==> config.mk <==
export PLATFORM = sky130hd
export DESIGN_NAME = ris_ctrl
export DESIGN_NICKNAME = d
export VERILOG_FILES = /design/src/hdl/ris_pkg.sv /design/src/hdl/ris_ctrl.sv
export SDC_FILE = /design/constraint.sdc
export NUM_CORES = 1
export LEC_CHECK = 0
export BUFFER_PORTS_ARGS = -buffer_cell sky130_fd_sc_hd__buf_2
export CORE_AREA = 2 2 39 41
export CTS_BUF_LIST = sky130_fd_sc_hd__clkbuf_4
export DETAILED_ROUTE_END_ITERATION = 8
export DIE_AREA = 0 0 41 43
export HOLD_SLACK_MARGIN = 0.06
export SYNTH_ARGS = -nofsm -noshare
export SYNTH_HDL_FRONTEND = slang
export SYNTH_SLANG_ARGS = --single-unit
==> constraint.sdc <==
create_clock -name clk -period 3.7 [get_ports clk]
set_input_delay 0.185 -clock clk [delete_from_list [all_inputs] [get_ports clk]]
set_output_delay 0.185 -clock clk [all_outputs]
set_load 0.02 [all_outputs]
==> src/hdl/ris_pkg.sv <==
// Shared types and command codes for the randomized index set.
package ris_pkg;

    localparam int CMD_W = 2;

    localparam logic [CMD_W-1:0] OP_INSERT = 2'd0;
    localparam logic [CMD_W-1:0] OP_REMOVE = 2'd1;
    localparam logic [CMD_W-1:0] OP_PICK   = 2'd2;

    // controller -> datapath
    typedef struct packed {
        logic clear;      // clear one present bit
        logic load;       // capture item, start table reads, multiply
        logic exec;       // apply insert/remove, set success
        logic pick_rd;    // read dense table at the picked slot
        logic pick_done;  // capture picked member
        logic out_load;   // move result into the output register
    } dp_cmd_t;

    // datapath -> controller
    typedef struct packed {
        logic clear_last; // last present bit being cleared
        logic pick_go;    // pick on a non-empty set
    } dp_stat_t;

endpackage

==> src/hdl/ris_ctrl.sv <==
// Sequencing state machine for the randomized index set.
module ris_ctrl (
    input  logic              clk,
    input  logic              rst_n,
    input  logic              req_valid,
    output logic              req_stall,
    output logic              rsp_valid,
    input  logic              rsp_stall,
    input  ris_pkg::dp_stat_t stat,
    output ris_pkg::dp_cmd_t  cmd
);
    import ris_pkg::*;

    typedef enum logic [4:0] {
        S_CLEAR = 5'b00001,
        S_IDLE  = 5'b00010,
        S_READ  = 5'b00100,
        S_PICK  = 5'b01000,
        S_DONE  = 5'b10000
    } state_t;

    state_t state_reg, state_next;
    logic   rsp_valid_reg, rsp_valid_next;

    always_comb
    begin
        cmd        = '0;
        state_next = state_reg;
        case (state_reg)
            S_CLEAR:
            begin
                cmd.clear = 1'b1;
                if (stat.clear_last)
                begin
                    state_next = S_IDLE;
                end
            end
            S_IDLE:
            begin
                if (req_valid)
                begin
                    cmd.load   = 1'b1;
                    state_next = S_READ;
                end
            end
            S_READ:
            begin
                cmd.exec = 1'b1;
                if (stat.pick_go)
                begin
                    cmd.pick_rd = 1'b1;
                    state_next  = S_PICK;
                end
                else
                begin
                    state_next = S_DONE;
                end
            end
            S_PICK:
            begin
                cmd.pick_done = 1'b1;
                state_next    = S_DONE;
            end
            S_DONE:
            begin
                if (!rsp_valid_reg || !rsp_stall)
                begin
                    cmd.out_load = 1'b1;
                    state_next   = S_IDLE;
                end
            end
            default:
            begin
                state_next = S_CLEAR;
            end
        endcase
    end

    always_comb
    begin
        if (cmd.out_load)
        begin
            rsp_valid_next = 1'b1;
        end
        else if (!rsp_stall)
        begin
            rsp_valid_next = 1'b0;
        end
        else
        begin
            rsp_valid_next = rsp_valid_reg;
        end
    end

    always_ff @(posedge clk or negedge rst_n)
    begin
        if (!rst_n)
        begin
            state_reg     <= S_CLEAR;
            rsp_valid_reg <= 1'b0;
        end
        else
        begin
            state_reg     <= state_next;
            rsp_valid_reg <= rsp_valid_next;
        end
    end

    assign req_stall = (state_reg != S_IDLE);
    assign rsp_valid = rsp_valid_reg;

endmodule

==> results.json <==
{
  "timing.final.crit_share_pct": 47.5,
  "path_clk_slew_ns": 0.05,
  "viasPerCell": 4.55,
  "critPathKind": "flip-flop to output pin",
  "ant_nets": 0,
  "cts_tree": "yes",
  "slowest_stage": "or3_4",
  "r2r-start": "state_reg[3]",
  "worst_slack_ns": 1.94,
  "async_flop_share_pct": 100,
  "fin_crit_ns": 1.76,
  "crit_path_max_fanout": 6,
  "max_slew_margin_pct": 69.8,
  "yosys.area.top_type": "dfrtp_1",
  "dr.pass1.iters": 3,
  "cellLeakagePower_nw": 0.236,
  "required_ns": 3.51,
  "ys_types": 22,
  "yosysWarnings": 0,
  "die_w_um": 41,
  "finalNetCount": 60,
  "dp_cells": 64,
  "synth_nets": 43,
  "ys_seq_elements": 6,
  "start_util_pct": 25.0,
  "netlist_instances": 37,
  "grt_antenna_before_repair": 0,
  "fp.dieArea_um2": 1760,
  "syn2layout_area_growth_pct": 31.8,
  "critPathLaunch": "state_reg[4]",
  "ys.flop_type": "dfrtp_1",
  "cts_made_buffers": 3,
  "p_per_area_nw_per_um2": 597,
  "synth_common_cells": "dfrtp_1 (5), nand2_1 (5), nor2_1 (3)",
  "place_ws_ns": 2.21,
  "drt_wl_total_um": 757,
  "final_cell_area_um2": 457,
  "grt_pass1_vias": 269,
  "finalClockSkew_ns": 0.00129,
  "rsz0062_at_grt": "no",
  "grt_pass1_wl_um": 1170,
  "core_area_um2": 1380,
  "grt_usage_pct": 10.9,
  "placed_cell_area_um2": 417,
  "avgSynthCellArea_um2": 9.37,
  "ir_worst_vdd_mv": 0.212,
  "synth.area.top_cells": "dfrtp_1 (36%), dfstp_2 (7.6%), nand2_1 (5.4%)",
  "final_layout_size_suffix_gt1_share_pct": 39.6,
  "vias": 314,
  "ctsRootBufferMaster": "clkbuf_4",
  "drv_slew": 0,
  "grt_max_degree": 7,
  "cts.sink_count": 6,
  "setup_viol": 0,
  "clkLatencyLatePin_ns": 0.25,
  "fillers": 147,
  "fmax_ghz": 0.569,
  "port_buffers": 13,
  "min_from": "req_valid",
  "cts_buffer_depth": 2,
  "hp-class": "input pin to flip-flop",
  "rrSetupSlack_ns": 2.45,
  "die_h_um": 43,
  "synth.top_cell.area_share_pct": 36.1,
  "cpLargestDelayFamily": "simple AND/OR/NAND/NOR gates",
  "status": "complete, no violations",
  "drtIter0Drc": 5,
  "critPathMaxStageDelay_ns": 0.44,
  "h-tree-depth": 1,
  "ys_seq_area_share_pct": 43.7,
  "fin_cells": 69,
  "ctsHoldBuffers": 1,
  "hpwl_um": 557,
  "start_kind": "flip-flop",
  "gp_congestion": 0.781,
  "grt-ovfl-total": 0,
  "critical_path.cell_chain": "or3_4 > nor3_4 > and2_1 > buf_2",
  "worst_setup_path_end_kind": "output pin",
  "cts-resized-gates": 0,
  "drc": 0,
  "arrival_ns": 1.57,
  "synth_edf_count": 0,
  "netlist_area_um2": 347,
  "largest_reg_flops": 5,
  "worst_hold_slack_ns": 0.164,
  "n_antenna_cell": 0,
  "ios": 14,
  "worst_slew_pin_slew_ns": 0.449,
  "finalPower_mw": 0.273,
  "final-hold-violation-count": 0,
  "cts_setup_buffers": 0,
  "wire_per_inst_um": 11.0,
  "fin_setup_tns_ns": 0,
  "cp_num_buf_inv": 1,
  "max-cap-violations": 0,
  "placementRows": 14,
  "fin_util_pct": 33.0
}
-- power by group --
group	switching, mW	internal (mW)
Combinational	0.0552	0.0422
Clock	0.0275	0.0484
Sequential	0.0174	0.0820
-- cell type report --
| type | count | area (um2) | share of cell area [%] |
|---|---|---|---|
| clock buffers | 4 | 30.0 | 6.58 |
| inverters | 2 | 7.51 | 1.64 |
| repair buffers | 14 | 75.1 | 16.4 |
| flip-flops and latches | 6 | 151 | 33.2 |
| multi-input cells | 27 | 173 | 37.8 |
| well taps | 16 | 20.0 | 4.38 |
-- layout by cell type, fill, tap and decap left out, drive strengths merged --
cell and count:
o21ai 1, nor3b 2, dfstp 1, o22ai 1, dlygate4sd3 1, o211ai 1, and3b 1, or3 1
clkbuf 4, nand3 1, and3 2, o311a 1, nor2b 1, nand2 5, a21oi 1, inv 2
nor3 3, nand4 1, and2 2, buf 13, dfrtp 5, nor2 3
-- per-layer routing --
metal / routed length (um) / vias to the layer above / track usage [%]
li1: - / 161 / -
met1: 379 / 138 / 15.0
met2: 310 / 11 / 11.9
met3: 25 / 4 / 3.14
met4: 42 / 0 / 12.0
met5: 0 / - / 0
-- path summary, 6_finish.rpt --
check                                to  cells after the start
setup / recovery                 cmd[2]                      4
hold / removal             state_reg[1]                      2
setup reg to reg           state_reg[1]                      3
hold reg to reg               rsp_valid                      2
max in group asynchronous  state_reg[0]                      2
min in group asynchronous     rsp_valid                      2
-- cells by family (layout without fill, tap and decap cells) --
logic type | after synthesis | count (layout) | share of synthesized area [%]
simple gates | 22 | 22 | 40.1
buf+inv | 4 | 20 | 6.50
flops | 6 | 6 | 43.7
compound gates | 5 | 5 | 9.75
(Power assumes the default switching activity.)
